==> src/hdl/upwd_pkg.sv <==
// Package for the ultrasonic presence window detector.
// Holds widths, register indexes, reset values and shared types; no dependencies.
`timescale 1ns / 1ps

package upwd_pkg;

    localparam int TIME_BITS  = 32;
    localparam int TMS_W      = 32;
    localparam int ECHO_W     = 20;
    localparam int IVL_W      = 16;
    localparam int CNT_W      = 8;
    localparam int CFG_IDX_W  = 3;
    localparam int CFG_DATA_W = 20;
    localparam int S_DATA_W   = 56;
    localparam int M_DATA_W   = 8;

    localparam logic [CFG_IDX_W-1:0] REG_NEAR_LIMIT  = 3'd0;
    localparam logic [CFG_IDX_W-1:0] REG_FAR_LIMIT   = 3'd1;
    localparam logic [CFG_IDX_W-1:0] REG_INTERVAL    = 3'd2;
    localparam logic [CFG_IDX_W-1:0] REG_WINDOW_LEN  = 3'd3;
    localparam logic [CFG_IDX_W-1:0] REG_HITS_NEEDED = 3'd4;

    localparam logic [ECHO_W-1:0] NEAR_LIMIT_RST  = 20'd1765;
    localparam logic [ECHO_W-1:0] FAR_LIMIT_RST   = 20'd4117;
    localparam logic [IVL_W-1:0]  INTERVAL_RST    = 16'd20;
    localparam logic [CNT_W-1:0]  WINDOW_LEN_RST  = 8'd25;
    localparam logic [CNT_W-1:0]  HITS_NEEDED_RST = 8'd10;

    typedef logic [TIME_BITS-1:0] time_val_t;

    typedef struct packed {
        logic [ECHO_W-1:0] near_limit_us;
        logic [ECHO_W-1:0] far_limit_us;
        logic [IVL_W-1:0]  interval_ms;
        logic [CNT_W-1:0]  window_len;
        logic [CNT_W-1:0]  hits_needed;
    } cfg_t;

    typedef struct packed {
        logic sampled;
        logic detected;
        logic notify_on;
    } result_t;

endpackage

==> src/hdl/ultrasonic_presence_window_detector_unit.sv <==
// Top level of the ultrasonic presence window detector: input and result stages.
// Depends on upwd_pkg, upwd_cfg and upwd_eval.
//
// Channel | Direction | Transaction
// s_      | in        | one item: time_ms, echo_us
// m_      | out       | one result per item: sampled, detected, notify_on
// cfg_    | in        | one register write: index, data
//
// One item per cycle sustained while the result side takes every result; an accepted
// item passes through the input register and then the result register before its
// result is valid.
// Evaluation and state update happen as an item moves into the result register.
// A stalled result holds the input stage; s_tready falls only when both are full.
// Reset is synchronous, active low; it clears the valid flags and window state and loads the config reset values.
`timescale 1ns / 1ps

module ultrasonic_presence_window_detector_unit (
    input  logic                            aclk,
    input  logic                            aresetn,
    input  logic                            s_tvalid,
    output logic                            s_tready,
    input  logic [upwd_pkg::S_DATA_W-1:0]   s_tdata,   // time_ms[31:0], echo_us[51:32], zero
    output logic                            m_tvalid,
    input  logic                            m_tready,
    output logic [upwd_pkg::M_DATA_W-1:0]   m_tdata,   // sampled[0], detected[1], notify_on[2], zero
    input  logic                            cfg_valid,
    output logic                            cfg_ready,
    input  logic [upwd_pkg::CFG_IDX_W-1:0]  cfg_index,
    input  logic [upwd_pkg::CFG_DATA_W-1:0] cfg_data
);
    import upwd_pkg::*;

    cfg_t    cfg;
    result_t result;

    logic              in_valid_reg;
    logic              in_valid_next;
    logic [TMS_W-1:0]  time_reg;
    logic [ECHO_W-1:0] echo_reg;
    logic              out_valid_reg;
    logic              out_valid_next;
    result_t           out_reg;

    logic s_accept;
    logic advance;

    assign advance  = in_valid_reg && (!out_valid_reg || m_tready);
    assign s_tready = !in_valid_reg || advance;
    assign s_accept = s_tvalid && s_tready;

    assign m_tvalid = out_valid_reg;
    assign m_tdata  = {{(M_DATA_W - 3){1'b0}},
                       out_reg.notify_on, out_reg.detected, out_reg.sampled};

    always_comb begin
        in_valid_next = in_valid_reg;
        if (s_accept) begin
            in_valid_next = 1'b1;
        end else if (advance) begin
            in_valid_next = 1'b0;
        end
        out_valid_next = out_valid_reg;
        if (advance) begin
            out_valid_next = 1'b1;
        end else if (m_tready) begin
            out_valid_next = 1'b0;
        end
    end

    always_ff @(posedge aclk) begin
        if (!aresetn) begin
            in_valid_reg  <= 1'b0;
            out_valid_reg <= 1'b0;
        end else begin
            in_valid_reg  <= in_valid_next;
            out_valid_reg <= out_valid_next;
        end
    end

    always_ff @(posedge aclk) begin
        if (s_accept) begin
            time_reg <= s_tdata[TMS_W-1:0];
            echo_reg <= s_tdata[TMS_W+ECHO_W-1:TMS_W];
        end
        if (advance) begin
            out_reg <= result;
        end
    end

    upwd_cfg u_cfg (
        .aclk      (aclk),
        .aresetn   (aresetn),
        .cfg_valid (cfg_valid),
        .cfg_ready (cfg_ready),
        .cfg_index (cfg_index),
        .cfg_data  (cfg_data),
        .cfg       (cfg)
    );

    upwd_eval u_eval (
        .aclk    (aclk),
        .aresetn (aresetn),
        .item_en (advance),
        .time_ms (time_reg),
        .echo_us (echo_reg),
        .cfg     (cfg),
        .result  (result)
    );

endmodule

==> src/hdl/upwd_cfg.sv <==
// Configuration register file of the presence window detector.
// Depends on upwd_pkg.
`timescale 1ns / 1ps

module upwd_cfg (
    input  logic                            aclk,
    input  logic                            aresetn,
    input  logic                            cfg_valid,
    output logic                            cfg_ready,
    input  logic [upwd_pkg::CFG_IDX_W-1:0]  cfg_index,
    input  logic [upwd_pkg::CFG_DATA_W-1:0] cfg_data,
    output upwd_pkg::cfg_t                  cfg
);
    import upwd_pkg::*;

    cfg_t cfg_reg;
    cfg_t cfg_next;

    assign cfg_ready = 1'b1;
    assign cfg       = cfg_reg;

    always_comb begin
        cfg_next = cfg_reg;
        if (cfg_valid) begin
            unique case (cfg_index)
                REG_NEAR_LIMIT:  cfg_next.near_limit_us = cfg_data[ECHO_W-1:0];
                REG_FAR_LIMIT:   cfg_next.far_limit_us  = cfg_data[ECHO_W-1:0];
                REG_INTERVAL:    cfg_next.interval_ms   = cfg_data[IVL_W-1:0];
                REG_WINDOW_LEN:  cfg_next.window_len    = cfg_data[CNT_W-1:0];
                REG_HITS_NEEDED: cfg_next.hits_needed   = cfg_data[CNT_W-1:0];
                default:         cfg_next = cfg_reg;
            endcase
        end
    end

    always_ff @(posedge aclk) begin
        if (!aresetn) begin
            cfg_reg.near_limit_us <= NEAR_LIMIT_RST;
            cfg_reg.far_limit_us  <= FAR_LIMIT_RST;
            cfg_reg.interval_ms   <= INTERVAL_RST;
            cfg_reg.window_len    <= WINDOW_LEN_RST;
            cfg_reg.hits_needed   <= HITS_NEEDED_RST;
        end else begin
            cfg_reg <= cfg_next;
        end
    end

endmodule

==> src/hdl/upwd_eval.sv <==
// Sample timing, hit test and window state of the presence window detector.
// Depends on upwd_pkg.
`timescale 1ns / 1ps

module upwd_eval (
    input  logic                        aclk,
    input  logic                        aresetn,
    input  logic                        item_en,
    input  logic [upwd_pkg::TMS_W-1:0]  time_ms,
    input  logic [upwd_pkg::ECHO_W-1:0] echo_us,
    input  upwd_pkg::cfg_t              cfg,
    output upwd_pkg::result_t           result
);
    import upwd_pkg::*;

    time_val_t        start_reg;
    time_val_t        start_next;
    logic [CNT_W-1:0] wcount_reg;
    logic [CNT_W-1:0] wcount_next;
    logic [CNT_W-1:0] hcount_reg;
    logic [CNT_W-1:0] hcount_next;
    logic             notify_reg;
    logic             notify_next;

    time_val_t now;
    time_val_t st_load;
    time_val_t st_clip;
    time_val_t elapsed;
    logic      due;
    logic      hit;
    logic      detect;

    always_comb begin
        now      = TIME_BITS'(time_ms);
        st_load  = (start_reg == '0) ? now : start_reg;
        st_clip  = (st_load > now) ? now : st_load;
        elapsed  = now - st_clip;
        due      = elapsed >= TIME_BITS'(cfg.interval_ms);
        hit      = (echo_us >= cfg.near_limit_us) && (echo_us <= cfg.far_limit_us);

        start_next  = st_clip;
        wcount_next = wcount_reg;
        hcount_next = hcount_reg;
        notify_next = notify_reg;
        detect      = 1'b0;

        if (due) begin
            start_next = now;
            if (wcount_reg != '0) begin
                wcount_next = wcount_reg + CNT_W'(1);
            end
            if (hit) begin
                if (wcount_next == '0) begin
                    wcount_next = CNT_W'(1);
                    hcount_next = CNT_W'(1);
                    notify_next = 1'b1;
                end else if (hcount_reg != '1) begin
                    hcount_next = hcount_reg + CNT_W'(1);
                end
            end else if (wcount_next == '0) begin
                notify_next = 1'b0;
            end
            if (wcount_next != '0 && wcount_next == cfg.window_len) begin
                wcount_next = '0;
                detect      = hcount_next >= cfg.hits_needed;
            end
        end

        result.sampled   = due;
        result.detected  = detect;
        result.notify_on = notify_next;
    end

    always_ff @(posedge aclk) begin
        if (!aresetn) begin
            start_reg  <= '0;
            wcount_reg <= '0;
            hcount_reg <= '0;
            notify_reg <= 1'b0;
        end else if (item_en) begin
            start_reg  <= start_next;
            wcount_reg <= wcount_next;
            hcount_reg <= hcount_next;
            notify_reg <= notify_next;
        end
    end

endmodule

==> config.mk <==
export PLATFORM = sky130hd
export DESIGN_NAME = ultrasonic_presence_window_detector_unit
export DESIGN_NICKNAME = d
export VERILOG_FILES = /design/src/hdl/upwd_pkg.sv /design/src/hdl/ultrasonic_presence_window_detector_unit.sv /design/src/hdl/upwd_cfg.sv /design/src/hdl/upwd_eval.sv
export SDC_FILE = /design/constraint.sdc
export NUM_CORES = 1
export LEC_CHECK = 0
export BUFFER_PORTS_ARGS = -buffer_cell sky130_fd_sc_hd__buf_2
export CAP_MARGIN = 10
export CORE_ASPECT_RATIO = 1.5
export CORE_MARGIN = 10
export CORE_UTILIZATION = 54
export DETAILED_ROUTE_END_ITERATION = 6
export PLACE_DENSITY_LB_ADDON = 0.25
export SYNTH_ARGS = -nofsm -noshare
export SYNTH_HDL_FRONTEND = slang
export SYNTH_SLANG_ARGS = --single-unit
==> constraint.sdc <==
create_clock -name aclk -period 11.1 [get_ports aclk]
set_clock_uncertainty 0.2 [all_clocks]
set_input_delay 1.665 -clock aclk [delete_from_list [all_inputs] [get_ports aclk]]
set_output_delay 1.665 -clock aclk [all_outputs]
set_load 0.02 [all_outputs]
==> key figures <==
Run status
  – Status: finished, final reports clean

Power
  – Switching Power: around 0.00059 W
  – Worst VDD drop: about 0.14 mV
  – Pwr Density: 131 mW/mm²
  – Cell-internal power: about 0.0012 W
  – Leak: 6.13 nW
  – Clock share of power: 0.341
  – Fraction of power spent switching nets: 0.323
  – Comb pwr share: 0.261
  – Register share of total power: 0.398

Clock network
  – Hold-fix buffers, CTS: 0
  – Buffer count from post-CTS setup fixing: 0
  – CTS root buf: clkbuf_16
  – Sink Count: between 150 and 200
  – CTS Buffer Depth: 2
  – CTS tree: done
  – TritonCTS Buffers: 17
  – Clk_lat worst skew: roughly 0.44 ns
  – # H-tree levels: 4
  – Reg clk slew, reported paths: around 0.070 ns
  – Post-CTS Resized: 0

Timing
  – Hold Vio Cnt, Final: 0
  – Final hold slack: between 0.2 and 0.3 ns
  – Pins Over Slew Limit: 0
  – Setup_tns: 0 ns
  – F_max: roughly 110 MHz
  – Worst-Margin Slew: 1.07 ns
  – Count of final setup violators: 0
  – Tmin final: between 9 and 10 ns
  – Slew HR: 0.281
  – RSZ-0062 raised after global routing: no
  – Fin crit share: 0.828
  – Final WS setup: 1.90 ns

Cells and area
  – Fin nets: between 1500 and 2000
  – P&R area growth vs syn: 10.4%
  – Fin cells: around 1900
  – Layout cell share with drive strength beyond 1: 0.103
  – Largest register FFs: 72
  – ANT cells: 0
  – Filler instances: about 2100

GRT
  – GRT overflow: 0
  – Antenna violations before repair: 0
  – GRT Overall Usage: 0.237
  – Vias in the first global route: ~11000
  – First-pass GRT wire length: ~57000 µm
  – Largest net degree at the start of global routing: ~100

Floorplanning
  – Width of the die: 145 µm
  – Top Ports: 95
  – Num rows: 68
  – Core box area: ~0.023 mm²
  – Die Footprint: 0.0299 mm²
  – Die Ht: about 210 µm
  – Initial Utilization: 0.547

Synthesis
  – Area share of and/or/nand/nor cells after synthesis: 0.187
  – Synth area leader: dfxtp_1
  – Yosys warns: 0
  – Post-synthesis cell type count: 77
  – Sequential element share of the synthesized area: 0.328
  – Post-Synth Adder-Cell Area: 0.123
  – Synth Area in XOR/XNOR: 0.0300
  – Synthesized cell area: between 0.01 and 0.015 mm²
  – Most common cell in the synthesized netlist: nand2_1
  – Synth cell count leaders: nand2_1, dfxtp_1, inv_1, ha_1, a21oi_1
  – Syn Area/Cell: between 8 and 9 µm²
  – Post-synthesis mux area share: 0.0275
  – Compound-Gate Fraction of Synth Area: 0.241
  – Post-Syn Instances: 1521
  – Top cells by area, synth: dfxtp_1, edfxtp_1, ha_1
  – Ys async rst share: 0
  – Synth top area share: 0.196
  – Largest family of logic cells by synthesized area: compound AO/OA/AOI/OAI gates
  – Yosys reg bits: ~180
  – Post-synth top flop: dfxtp_1
  – Post-synth EDFFs: 55

Drt
  – Initial DRC Count: about 600
  – Post-route DRC: 0
  – Vias/cell: ~6.0
  – Post-Route WL: around 35000 µm
  – Routed length per instance: ~19 µm
  – First drt pass iteration count: 7
  – Vias after detailed routing: ~11000
  – Post-DRT Antenna Nets: 0

Setup path
  – Worst r2r src: u_eval.start_reg[17]
  – Max incr delay on CP: between 0.5 and 0.6 ns
  – CP arrival: 9.33 ns
  – Critical path type: register to register
  – Largest delay share family, worst path: compound AO/OA/AOI/OAI gates
  – Reg2reg end: u_eval.hcount_reg[0]
  – Worst Setup Start Kind: register
  – Buf+Inv Stages, Crit Path: 6
  – CP dominant cell by count: buf_4
  – WP data required: roughly 11 ns
  – Worst-path maximum fanout: 12
  – CP max-delay cell: a221oi_1
  – Reg2reg setup slack: between 1.5 and 2 ns
  – R2R cell count: 36
  – Crit. End Element: register

Placement
  – Placement Setup Slack: slightly below 2 ns
  – I/O Buffers: between 80 and 90
  – Final Wtd Congestion: between 0.9 and 1
  – DP Cell Count: approximately 1800
  – Hpwl dp: approximately 27000 µm

Worst hold path
  – Hold depth: 2
  – Hold crit path type: register to register
  – HP Start: u_cfg.cfg[17]
  – Hold Crit Endpoint: u_cfg.cfg[17]

Flow run
  – Max-Cap Viols: 0
per-stage QoR:
step / power (W) / utilization / instance area [µm²]
after global routing: 0.00192 / 0.603 / 13900
after floorplan: 0.00106 / - / 12600
after global placement: 0.00120 / 0.577 / 13300
after CTS: 0.00183 / 0.603 / 13900
after detailed placement: 0.00121 / 0.577 / 13300
final: 0.00182 / 0.603 / 13900
power by group through the flow:
stage	clock (W)	combinational [W]	sequential, W
after CTS	0.000635	0.000472	0.000723
after global routing	0.000658	0.000531	0.000726
final	0.000621	0.000475	0.000724
after detailed placement	0	0.000468	0.000738
after floorplan	0	0.000336	0.000729
after global placement	0	0.000462	0.000737
layout by cell type, fill, tap and decap left out, types with 55 or more instances in the layout:
master and instances:
nand2_1 226, edfxtp_1 55, inv_1 121, a21boi_0 56
ha_1 120, dfxtp_1 123, buf_2 83, a21oi_1 95
a21o_1 56, nor2_1 67, o21ai_0 78
metal layers:
metal,track usage,share of wire,up-vias
li1,-,-,5545
met1,0.262,0.40,5288
met2,0.426,0.51,279
met3,0.0378,0.039,100
met4,0.127,0.050,0
met5,0,0,-
how the worst max path moves through the flow:
stage / start / endpoint / slack [ns] / cells after the start
3_3_place_gp: u_eval.start_reg[16] / u_eval.hcount_reg[0] / 1.92 / 36
5_1_grt: u_eval.start_reg[17] / u_eval.hcount_reg[0] / 1.19 / 38
2_1_floorplan: u_eval.start_reg[10] / u_eval.start_reg[12] / 2.95 / 38
4_1_cts: u_eval.start_reg[17] / u_eval.hcount_reg[0] / 1.88 / 38
6_report: u_eval.start_reg[17] / u_eval.hcount_reg[0] / 1.90 / 36
3_5_place_dp: u_eval.start_reg[17] / u_eval.wcount_reg[2] / 1.97 / 36
layout make-up:
| class | count | area, µm² | share of cell area |
|---|---|---|---|
| Clock inverter | 11 | 115 | 0.00830 |
| Tap cell | 280 | 350 | 0.0253 |
| Multi-Input combinational cell | 1149 | 7670 | 0.554 |
| Inverter | 121 | 454 | 0.0328 |
| Timing Repair Buffer | 116 | 663 | 0.0478 |
| Clock buffer | 21 | 493 | 0.0356 |
| Sequential cell | 178 | 4110 | 0.297 |
cell families (layout without fill, tap and decap cells):
logic type,Yosys count,count (layout)
xor gates and xnor gates,43,43
DFF,178,178
and+or+nand+nor,497,497
other,2,6
AOI/OAI and AO/OA,445,445
muxes,34,34
buffers and inverters,198,269
adders and majority gates,124,124
worst reg2reg max path: cells and delay by family, from the launching register on:
family | cells | cell delay, ns
XOR/XNOR | 1 | 0.33
flip-flops | 1 | 0.34
adder cells (fa/ha/maj) | 3 | 0.79
AND/OR/NAND/NOR | 13 | 2.98
buffers and inverters | 6 | 1.14
AO/OA/AOI/OAI | 13 | 3.35
Note: power is estimated with default switching activity, not from simulation.
